### src/sv/hcbd_pkg.sv
package hcbd_pkg;

	localparam int SIZE_WIDTH  = 64;
	localparam int COUNT_WIDTH = 32;

	localparam logic [7:0] CHAR_CR  = 8'h0d;
	localparam logic [7:0] CHAR_LF  = 8'h0a;
	localparam logic [7:0] CHAR_SP  = 8'h20;
	localparam logic [7:0] CHAR_TAB = 8'h09;

	localparam logic [1:0] KIND_BYTE  = 2'd0;
	localparam logic [1:0] KIND_DONE  = 2'd1;
	localparam logic [1:0] KIND_ERROR = 2'd2;

	typedef enum logic [3:0] {
		PH_LEAD    = 4'd0,
		PH_DIGITS  = 4'd1,
		PH_REST    = 4'd2,
		PH_DATA    = 4'd3,
		PH_DATA_CR = 4'd4,
		PH_DATA_LF = 4'd5,
		PH_TRAILER = 4'd6,
		PH_DONE    = 4'd7,
		PH_ERROR   = 4'd8
	} phase_t;

	typedef struct packed {
		logic       body_start;
		logic [7:0] body_byte;
	} in_beat_t;

	typedef struct packed {
		logic [1:0]  result_kind;
		logic [7:0]  payload_byte;
		logic [31:0] decoded_total;
		logic [31:0] consumed_total;
	} out_beat_t;

endpackage

### src/sv/hcbd_in_reg.sv
module hcbd_in_reg (
	input  logic               clk,
	input  logic               arst_n,
	input  logic               body_valid,
	output logic               body_stall,
	input  hcbd_pkg::in_beat_t body,
	input  logic               advance,
	output logic               valid_s1,
	output hcbd_pkg::in_beat_t beat_s1
);

	logic accept;

	assign body_stall = valid_s1 && !advance;
	assign accept     = body_valid && !body_stall;

	always_ff @(posedge clk or negedge arst_n) begin
		if (!arst_n) begin
			valid_s1 <= 1'b0;
		end else if (accept) begin
			valid_s1 <= 1'b1;
		end else if (advance) begin
			valid_s1 <= 1'b0;
		end
	end

	always_ff @(posedge clk) begin
		if (accept) begin
			beat_s1 <= body;
		end
	end

endmodule

### src/sv/hcbd_parser.sv
module hcbd_parser (
	input  logic                clk,
	input  logic                arst_n,
	input  logic                advance,
	input  hcbd_pkg::in_beat_t  beat,
	output logic                push,
	output hcbd_pkg::out_beat_t res
);

	typedef struct packed {
		logic cr;
		logic over;
		logic digit;
	} line_flags_t;

	typedef struct packed {
		hcbd_pkg::phase_t                  phase;
		logic [hcbd_pkg::SIZE_WIDTH-1:0]   acc;
		line_flags_t                       flags;
	} size_st_t;

	typedef struct packed {
		hcbd_pkg::phase_t                  phase;
		logic [hcbd_pkg::SIZE_WIDTH-1:0]   acc;
		logic [hcbd_pkg::SIZE_WIDTH-1:0]   left;
		line_flags_t                       flags;
		logic [hcbd_pkg::COUNT_WIDTH-1:0]  dec;
		logic [hcbd_pkg::COUNT_WIDTH-1:0]  con;
	} state_t;

	localparam state_t ST_RESET = '{
		phase: hcbd_pkg::PH_LEAD,
		acc:   '0,
		left:  '0,
		flags: '0,
		dec:   '0,
		con:   '0
	};

	// bit 4 set: not a hex digit
	function automatic logic [4:0] hex_value(input logic [7:0] c);
		logic [4:0] v;
		if (c >= "0" && c <= "9") begin
			v = 5'(c - "0");
		end else if (c >= "a" && c <= "f") begin
			v = 5'(c - "a" + 8'd10);
		end else if (c >= "A" && c <= "F") begin
			v = 5'(c - "A" + 8'd10);
		end else begin
			v = 5'd16;
		end
		return v;
	endfunction

	function automatic size_st_t size_char(input size_st_t s, input logic [7:0] c);
		size_st_t   r;
		logic [4:0] d;
		r = s;
		d = hex_value(c);
		if (s.phase == hcbd_pkg::PH_LEAD) begin
			if (c != hcbd_pkg::CHAR_SP && c != hcbd_pkg::CHAR_TAB) begin
				if (!d[4]) begin
					r.acc         = hcbd_pkg::SIZE_WIDTH'(d[3:0]);
					r.flags.digit = 1'b1;
					r.phase       = hcbd_pkg::PH_DIGITS;
				end else begin
					r.phase = hcbd_pkg::PH_REST;
				end
			end
		end else if (s.phase == hcbd_pkg::PH_DIGITS) begin
			if (!d[4]) begin
				if (s.acc[hcbd_pkg::SIZE_WIDTH-1 -: 4] != 4'd0) begin
					r.flags.over = 1'b1;
				end
				r.acc = {s.acc[hcbd_pkg::SIZE_WIDTH-5:0], d[3:0]};
			end else begin
				r.phase = hcbd_pkg::PH_REST;
			end
		end
		return r;
	endfunction

	function automatic logic [hcbd_pkg::COUNT_WIDTH-1:0] count_inc(
		input logic [hcbd_pkg::COUNT_WIDTH-1:0] c
	);
		return (&c) ? c : c + 1'b1;
	endfunction

	state_t     st_q;
	state_t     cur;
	state_t     nxt;
	size_st_t   sc;
	logic       emit;
	logic [1:0] kind;
	logic [7:0] b;

	assign b = beat.body_byte;

	always_comb begin
		cur  = beat.body_start ? ST_RESET : st_q;
		nxt  = cur;
		emit = 1'b0;
		kind = hcbd_pkg::KIND_BYTE;
		sc   = '{phase: cur.phase, acc: cur.acc, flags: cur.flags};
		if (cur.phase != hcbd_pkg::PH_DONE && cur.phase != hcbd_pkg::PH_ERROR) begin
			nxt.con = count_inc(cur.con);
			unique case (cur.phase) inside
				hcbd_pkg::PH_LEAD, hcbd_pkg::PH_DIGITS, hcbd_pkg::PH_REST: begin
					if (cur.flags.cr && b == hcbd_pkg::CHAR_LF) begin
						nxt.flags = '0;
						nxt.acc   = '0;
						if (!cur.flags.digit || cur.flags.over) begin
							nxt.phase = hcbd_pkg::PH_ERROR;
							emit      = 1'b1;
							kind      = hcbd_pkg::KIND_ERROR;
						end else if (cur.acc == '0) begin
							nxt.phase = hcbd_pkg::PH_TRAILER;
						end else begin
							nxt.left  = cur.acc;
							nxt.phase = hcbd_pkg::PH_DATA;
						end
					end else begin
						if (cur.flags.cr) begin
							// pending CR was not a line end: plain character
							sc = size_char(sc, hcbd_pkg::CHAR_CR);
							if (b != hcbd_pkg::CHAR_CR) begin
								sc.flags.cr = 1'b0;
								sc          = size_char(sc, b);
							end
						end else if (b == hcbd_pkg::CHAR_CR) begin
							sc.flags.cr = 1'b1;
						end else begin
							sc = size_char(sc, b);
						end
						nxt.phase = sc.phase;
						nxt.acc   = sc.acc;
						nxt.flags = sc.flags;
					end
				end
				hcbd_pkg::PH_DATA: begin
					nxt.dec  = count_inc(cur.dec);
					nxt.left = cur.left - 1'b1;
					if (cur.left == hcbd_pkg::SIZE_WIDTH'(1)) begin
						nxt.phase = hcbd_pkg::PH_DATA_CR;
					end
					emit = 1'b1;
					kind = hcbd_pkg::KIND_BYTE;
				end
				hcbd_pkg::PH_DATA_CR: begin
					if (b != hcbd_pkg::CHAR_CR) begin
						nxt.phase = hcbd_pkg::PH_ERROR;
						emit      = 1'b1;
						kind      = hcbd_pkg::KIND_ERROR;
					end else begin
						nxt.phase = hcbd_pkg::PH_DATA_LF;
					end
				end
				hcbd_pkg::PH_DATA_LF: begin
					if (b != hcbd_pkg::CHAR_LF) begin
						nxt.phase = hcbd_pkg::PH_ERROR;
						emit      = 1'b1;
						kind      = hcbd_pkg::KIND_ERROR;
					end else begin
						nxt.phase = hcbd_pkg::PH_LEAD;
						nxt.flags = '0;
						nxt.acc   = '0;
					end
				end
				hcbd_pkg::PH_TRAILER: begin
					if (cur.flags.cr && b == hcbd_pkg::CHAR_LF) begin
						nxt.flags = '0;
						nxt.phase = hcbd_pkg::PH_DONE;
						emit      = 1'b1;
						kind      = hcbd_pkg::KIND_DONE;
					end else begin
						nxt.flags.cr = (b == hcbd_pkg::CHAR_CR);
					end
				end
				default: begin
					nxt.phase = hcbd_pkg::PH_ERROR;
				end
			endcase
		end
	end

	always_comb begin
		push               = advance && emit;
		res.result_kind    = kind;
		res.payload_byte   = (kind == hcbd_pkg::KIND_BYTE) ? b : 8'd0;
		res.decoded_total  = 32'(nxt.dec);
		res.consumed_total = 32'(nxt.con);
	end

	always_ff @(posedge clk or negedge arst_n) begin
		if (!arst_n) begin
			st_q <= ST_RESET;
		end else if (advance) begin
			st_q <= nxt;
		end
	end

endmodule

### src/sv/hcbd_out_reg.sv
module hcbd_out_reg (
	input  logic                clk,
	input  logic                arst_n,
	input  hcbd_pkg::out_beat_t res,
	input  logic                push,
	output logic                ready,
	output logic                result_valid,
	input  logic                result_stall,
	output hcbd_pkg::out_beat_t result
);

	assign ready = !result_valid || !result_stall;

	always_ff @(posedge clk or negedge arst_n) begin
		if (!arst_n) begin
			result_valid <= 1'b0;
		end else if (ready) begin
			result_valid <= push;
		end
	end

	always_ff @(posedge clk) begin
		if (ready && push) begin
			result <= res;
		end
	end

endmodule

### src/sv/http_chunked_body_decoder_top.sv
// Chunked HTTP body decoder. Takes one raw body byte per beat (body_start
// set on the first byte of each body) and returns at most one result per
// byte: a payload byte, a body-complete mark after the zero chunk and its
// closing line, or an error for a bad size line or a bad chunk end. Bytes
// after done or error give nothing until the next body_start. A byte is
// taken into the input register and parsed from there, and its result is
// held in the result register; with no stall the block sustains one byte
// per clock, set by the update of the parser state register.
module http_chunked_body_decoder_top (
	input  logic                clk,
	input  logic                arst_n,
	input  logic                body_valid,
	output logic                body_stall,
	input  hcbd_pkg::in_beat_t  body,
	output logic                result_valid,
	input  logic                result_stall,
	output hcbd_pkg::out_beat_t result
);

	logic                valid_s1;
	hcbd_pkg::in_beat_t  beat_s1;
	logic                advance;
	logic                push;
	logic                ready;
	hcbd_pkg::out_beat_t res;

	assign advance = valid_s1 && ready;

	hcbd_in_reg u_in (
		.clk        (clk),
		.arst_n     (arst_n),
		.body_valid (body_valid),
		.body_stall (body_stall),
		.body       (body),
		.advance    (advance),
		.valid_s1   (valid_s1),
		.beat_s1    (beat_s1)
	);

	hcbd_parser u_parser (
		.clk     (clk),
		.arst_n  (arst_n),
		.advance (advance),
		.beat    (beat_s1),
		.push    (push),
		.res     (res)
	);

	hcbd_out_reg u_out (
		.clk          (clk),
		.arst_n       (arst_n),
		.res          (res),
		.push         (push),
		.ready        (ready),
		.result_valid (result_valid),
		.result_stall (result_stall),
		.result       (result)
	);

endmodule

### config.mk
export PLATFORM = sky130hd
export DESIGN_NAME = http_chunked_body_decoder_top
export DESIGN_NICKNAME = d
export VERILOG_FILES = /design/src/sv/hcbd_pkg.sv /design/src/sv/hcbd_in_reg.sv /design/src/sv/hcbd_parser.sv /design/src/sv/hcbd_out_reg.sv /design/src/sv/http_chunked_body_decoder_top.sv
export SDC_FILE = /design/constraint.sdc
export NUM_CORES = 1
export LEC_CHECK = 0
export CELL_PAD_IN_SITES_DETAIL_PLACEMENT = 1
export CELL_PAD_IN_SITES_GLOBAL_PLACEMENT = 1
export CORE_ASPECT_RATIO = 1.1
export CORE_MARGIN = 3
export CORE_UTILIZATION = 50
export CTS_CLUSTER_DIAMETER = 120
export DETAILED_ROUTE_END_ITERATION = 10
export DONT_BUFFER_PORTS = 1
export HOLD_SLACK_MARGIN = 0.06
export PLACE_DENSITY_LB_ADDON = 0.2
export SLEW_MARGIN = 20
export SYNTH_ARGS = -nofsm -noshare
export SYNTH_HDL_FRONTEND = slang
export SYNTH_SLANG_ARGS = --single-unit
### constraint.sdc
create_clock -name clk -period 14.5 [get_ports clk]
set_clock_uncertainty 0.1 [all_clocks]
set_input_delay 0.725 -clock clk [delete_from_list [all_inputs] [get_ports clk]]
set_output_delay 0.725 -clock clk [all_outputs]
set_load 0.005 [all_outputs]
Word level (Yosys, flattened, before mapping)
Cells that the tools add are included.

cells by class
  eq/ne operators = 16
  mux-type cells = 105
  $lt $le $gt $ge = 6
  reductions and logical operators = 28
  add/sub/neg operators = 8

operators with widths
  cell                                                                   count
  68-bit two-way mux                                                     14
  64-bit two-way mux                                                     10
  199-bit two-way mux                                                    2
  64-bit one-hot mux with 2 select lines                                 2
  71-bit two-way mux                                                     2
  32-bit two-way mux                                                     3
  5-bit two-way mux                                                      17
  32-bit by 1-bit adder with 32-bit output, second input constant        2
  64-bit by 1-bit == test with 1-bit output, second input constant       1
  64-bit logical NOT                                                     1
  32-bit AND reduction                                                   2
  64-bit by 1-bit subtractor with 64-bit output, second input constant   1
  4-bit two-way mux                                                      8
  1-bit two-way mux                                                      30
  8-bit by 4-bit != test with 1-bit output, second input constant        3
  2-bit two-way mux                                                      10
  4-bit one-hot mux with 5 select lines                                  1
  8-bit by 4-bit == test with 1-bit output, second input constant        2
  8-bit by 7-bit >= comparator with 1-bit output, second input constant  2
  8-bit by 7-bit <= comparator with 1-bit output, second input constant  2
  4-bit by 3-bit == test with 1-bit output, second input constant        3
  1-bit logical AND                                                      11
  5-bit by 4-bit adder with 5-bit output, second input constant          2
  5-bit by 1-bit subtractor with 5-bit output, second input constant     2
  19 further kinds                                                       30

storage, ports and cells
  output and inout port bits = 76
  bits of input ports = 13
  register bits = 284
  word-level logic and storage cells = 179

Longest topological paths before layout
  word-level depth = 22
  gate-level depth with buffers = 17
  gate-level depth less buffers = 10

Hierarchy
From an unflattened synthesis, not the netlist that was laid out.

second synthesis, totals
  cells, all modules = 1690
  area, all modules = 16228.1 um^2

by module, submodules not included
  module                         sequential area each (um^2)  instances  cells each  area an instance (um^2)
  hcbd_parser                    4979.8                       1          1597        13624.3
  hcbd_out_reg                   2247.2                       1          78          2269.7
  hcbd_in_reg                    295.3                        1          14          327.8
  http_chunked_body_decoder_top  0.0                          1          1           6.3

Worst setup path before layout
Ideal clock, no wire load.

  path type = register -> register
  start point = reg, netlist name u_in.beat_s1[8]
  end point = reg, netlist name u_out.result[0]
  path buffers = 2
  data required time = 13.781 ns
  period minus slack after synthesis = 8.131 ns
  cell stages (with the launch flop) = 8
  path slack = 6.369 ns
  setup time = 0.619 ns
  arrival = 7.412 ns
  cell sequence = edfxtp_1 -> buf_2 -> buf_4 -> nor3b_2 -> or4b_2 -> o211ai_2 -> nor2_1 -> a211oi_1

on the way
  cells in the longest elaborated chain, start to end = 9
  elaborated cells between the ends (all ways) = 22
  those cells by class = eq/ne: 8; mux: 6; reduce/logical: 8

ends and longest elaborated chain
  what                                   RTL line            text
  199-bit two-way mux *                  hcbd_parser.sv:100  cur = beat.body_start ? ST_RESET : st_q;
  1-bit logical NOT                      hcbd_parser.sv:112  if (!cur.flags.digit || cur.flags.over) begin
  1-bit logical OR                       hcbd_parser.sv:112
  1-bit two-way mux                      hcbd_parser.sv:112
  1-bit two-way mux                      hcbd_parser.sv:109  if (cur.flags.cr && b == hcbd_pkg::CHAR_LF) begin
  1-bit one-hot mux with 5 select lines  hcbd_parser.sv:107  unique case (cur.phase) inside
  1-bit two-way mux *                    hcbd_parser.sv:105  if (cur.phase != hcbd_pkg::PH_DONE && cur.phase != hcbd_pkg::PH_ERROR) begin
  1-bit logical AND *                    hcbd_parser.sv:187  push = advance && emit;
  1-bit logical AND *                    hcbd_out_reg.sv:23  if (ready && push) begin

Every way passes the cells marked *; elsewhere a longest branch is shown, timed or not.
A chain may end at the register's enable or synchronous reset.

Worst setup path in the final report
  start point = reg, netlist name u_in.beat_s1[8]
  end point = reg u_parser.st_q[156] (netlist name)

on the way
  cells in the longest elaborated chain, start to end = 16
  elaborated cells between the ends (all ways) = 38
  those cells by class = eq/ne: 6; mux: 27; reduce/logical: 5

ends and longest elaborated chain
  what                                                              RTL line                              text
  199-bit two-way mux *                                             hcbd_parser.sv:100
  4-bit by 1-bit == test with 1-bit output (tied with other cells)  hcbd_parser.sv:70                     end else if (s.phase == hcbd_pkg::PH_DIGITS) begin
  68-bit two-way mux                                                hcbd_parser.sv:70
  68-bit two-way mux                                                hcbd_parser.sv:60                     if (s.phase == hcbd_pkg::PH_LEAD) begin
  68-bit two-way mux                                                hcbd_parser.sv:123                    if (cur.flags.cr) begin
  68-bit two-way mux                                                hcbd_parser.sv:109
  68-bit two-way mux                                                hcbd_parser.sv:107
  68-bit two-way mux                                                hcbd_parser.sv:105
  4-bit by 1-bit == test with 1-bit output (tied with other cells)  hcbd_parser.sv:70
  68-bit two-way mux (on tied branches)                             hcbd_parser.sv:70, hcbd_parser.sv:61
  68-bit two-way mux                                                hcbd_parser.sv:60
  71-bit two-way mux                                                hcbd_parser.sv:126                    if (b != hcbd_pkg::CHAR_CR) begin
  71-bit two-way mux                                                hcbd_parser.sv:123
  68-bit two-way mux                                                hcbd_parser.sv:109
  64-bit one-hot mux with 2 select lines                            hcbd_parser.sv:107
  199-bit two-way mux *                                             hcbd_parser.sv:105
  to (signal assigned)                                              hcbd_parser.sv:198                    st_q <= nxt;
  to (decl)                                                         hcbd_parser.sv:89                     state_t st_q;

Every way passes the cells marked *; elsewhere a longest branch is shown, timed or not. The select of a mux whose other input is x is not followed.

==> results.py <==
metrics = {
    "timing": {
        "max_slew_margin": 0.178,
        "worst_pin_slew_ns": 1.23,
        "rsz0062_at_grt": "no",
        "timing.fmax_mhz": 226,
        "whs_ns": 0.118,
        "hold_violations": 0,
        "slew_violations": 0,
        "layout_min_cycle_time_ns": 4.43,
        "timing.final.crit_share": 0.306,
        "setup_tns_ns": 0,
        "finalSetupViolCount": 0,
    },
    "global_routing": {
        "antenna_found_initial": 0,
        "grt_usage": 0.315,
        "grt.overflow.total": 0,
        "grt_pass1_wl_um": 88300,
        "grt_max_degree": 202,
        "grt_pass1_vias": 15400,
    },
    "placement": {
        "dp_hpwl_um": 36700,
        "gp_congestion": 0.952,
        "io_buffers": 0,
        "placedCellCount": 2153,
    },
    "drt": {
        "drtAntennaViolNets": 0,
        "wirelength_um": 55500,
        "vias_per_cell": 6.73,
        "drcViolationCount": 0,
        "first_iter_violations": 1297,
        "wl_per_cell_um": 25.1,
        "vias": 14900,
        "dr.pass1.iters": 5,
    },
    "logic_synthesis": {
        "yosysMostFrequentCell": "nand2_1",
        "synth-edff-count": 83,
        "synth_area_sq_um": 16400,
        "yosys_warnings": 0,
        "ys.flop_type": "dfrtp_1",
        "synth-async-reset-ratio": 0.708,
        "synth.top_cell.area_share": 0.306,
        "yosys_register_bits": 284,
        "syn_nets": 1835,
        "synth.area.top_cells": "dfrtp_1 (31%), edfxtp_1 (15%), nand2_1 (4.9%), nor2_1 (4.7%), a21oi_1 (3.7%)",
        "synth.distinct_cells": 89,
        "syn_avg_cell_area_sq_um": 9.07,
        "synthCells": 1814,
        "yosysTopAreaCell": "dfrtp_1",
        "synth.cells.most_frequent": "nand2_1 (216), nor2_1 (205), dfrtp_1 (201), a21oi_1 (120), o21ai_0 (104)",
        "synth-seq-area-share": 0.457,
    },
    "run": {
        "drv_cap": 0,
    },
    "floorplan": {
        "die_area_sq_um": 35100,
        "io_pins": 89,
        "die_h_um": 196,
        "coreArea_sq_um": 32400,
        "die_w_um": 179,
        "fp-row-count": 69,
        "start_util": 0.508,
    },
    "worst_setup_path": {
        "path_max_fanout": 136,
        "crit_path_end_kind": "flip-flop",
        "arrival_ns": 4.84,
        "critPathTopFamily": "simple AND/OR/NAND/NOR gates",
        "crit_path_top_delay_cell": "nor2b_1",
        "criticalPathCategory": "reg -> reg",
        "crit_chain": "buf_12 > nand3b_1 > buf_4 > nand2_1 > buf_4 > nor2_1 > nand2_1 > nor2b_1 > a22oi_1 > nor2_1",
        "timing.critical_path.buf_inv": 3,
        "required_ns": 14.91,
        "critPathLaunchType": "flip-flop",
        "cp_slowest_stage_delay_ns": 0.89,
    },
    "run_status": {
        "run_status": "complete, no violations",
    },
    "cts": {
        "cts_root_buffer": "clkbuf_16",
        "cts.repair.resized": 0,
        "cts_tree": "built",
        "clk_path_buf_depth": 3,
        "clk_latency_ns": 0.60,
        "cts_sinks": 284,
        "h-tree-depth": 1,
        "clk_pin_slew_worst_paths_ns": 0.06,
        "cts_setup_buffers": 0,
        "numCtsBuffers": 31,
    },
    "cells_and_area": {
        "layout-drive-gt1-share": 0.0699,
        "finalNonFillerCells": 2214,
        "antenna_cells": 0,
        "area_growth_pct": 8.69,
        "final_util": 0.552,
        "nets": 1784,
    },
    "pwr": {
        "pwr_density_cell_nw_per_um2": 154,
        "cellLeakagePower_nw": 6.89,
        "vdd_drop_max_uv": 98.6,
    },
    "worst_hold_path": {
        "hp-class": "in -> reg",
    },
}
==> routing by layer <==
layer	share of wire	routed length (um)	global-route usage
met1	0.41	23000	0.411
met2	0.49	27100	0.528
met3	0.057	3140	0.0401
met4	0.042	2360	0.130
met5	0	0	0
==> stage by stage <==
step	setup slack [ns]	cell area, sq um	total power, mW
2_1_floorplan	6.37	16400	1.60
3_3_place_gp	10.36	16700	1.83
3_5_place_dp	10.25	16700	1.86
4_1_cts	10.19	17800	2.74
5_1_grt	9.70	17900	2.88
6_report	10.07	17900	2.75
==> timing repair <==
| action | in CTS | in global routing |
|---|---|---|
| hold buffers | 1 | 1 |
| setup endpoints to repair | 0 | 0 |
| endpoints found under the hold margin | 201 | 77 |
==> flip-flops by register name (all words and copies together) (netlist names) <==
register,count
u_parser.st_q,199
u_out.result,74
u_in.beat_s1,9
u_in.valid_s1,1
u_out.result_valid,1
==> final cells by class <==
cell class	count	area, sq um
Sequential cell	284	7520
Fill cell	3637	14500
Multi-Input combinational cell	1389	8360
Inverter	31	116
Tap cell	426	533
Timing Repair Buffer	26	250
Clock inverter	26	308
Clock buffer	32	779
==> power by group <==
part           switching [mW]  internal, mW
sequential              0.158         0.934
combinational           0.532         0.269
clock                   0.353         0.500
==> placed cells by master, fill, tap and decap left out, types with 9 or more instances in the layout <==
cell type and n:
nor2_1 204, o21ai_0 104, nor2b_1 30, and4_1 9, and3_1 15, nor3_1 59, nand3_1 58, nor4_1 58
a21oi_1 120, inv_1 30, a221o_1 22, nand2_1 215, a21o_1 14, dfrtp_1 201, xor2_1 18, clkbuf_16 31
nand4_1 31, a31oi_1 22, or4_1 27, a22o_1 29, mux2i_1 32, o211ai_1 22, nand2b_1 10, clkinv_2 10
edfxtp_1 83, and2_1 12, a22oi_1 32, or3_1 15, xnor2_1 46, nor3b_1 15, buf_4 22
==> final timing paths <==
path / cells past startpoint / start / endpoint / slack, ns
max in group asynchronous: 3 / arst_n / u_parser.st_q[150] / 12.70
min in group asynchronous: 2 / arst_n / u_parser.st_q[3] / 0.61
max: 10 / u_in.beat_s1[8] / u_parser.st_q[156] / 10.07
max reg2reg: 10 / u_in.beat_s1[8] / u_parser.st_q[156] / 10.07
min reg2reg: 2 / u_parser.st_q[64] / u_parser.st_q[64] / 0.39
min: 0 / body[0] / u_in.beat_s1[0] / 0.12
==> kinds of logic (layout without fill, tap and decap cells) <==
kind of cell | after synthesis | after routing | synth area share
AO/OA/AOI/OAI | 472 | 472 | 0.196
XOR/XNOR | 64 | 64 | 0.0341
adder cells (fa/ha/maj) | 8 | 8 | 0.00609
buffers and inverters | 141 | 115 | 0.0357
flip-flops | 284 | 284 | 0.457
multiplexers | 36 | 36 | 0.0222
AND/OR/NAND/NOR | 809 | 809 | 0.249
Note: power is estimated with default switching activity, not from simulation.
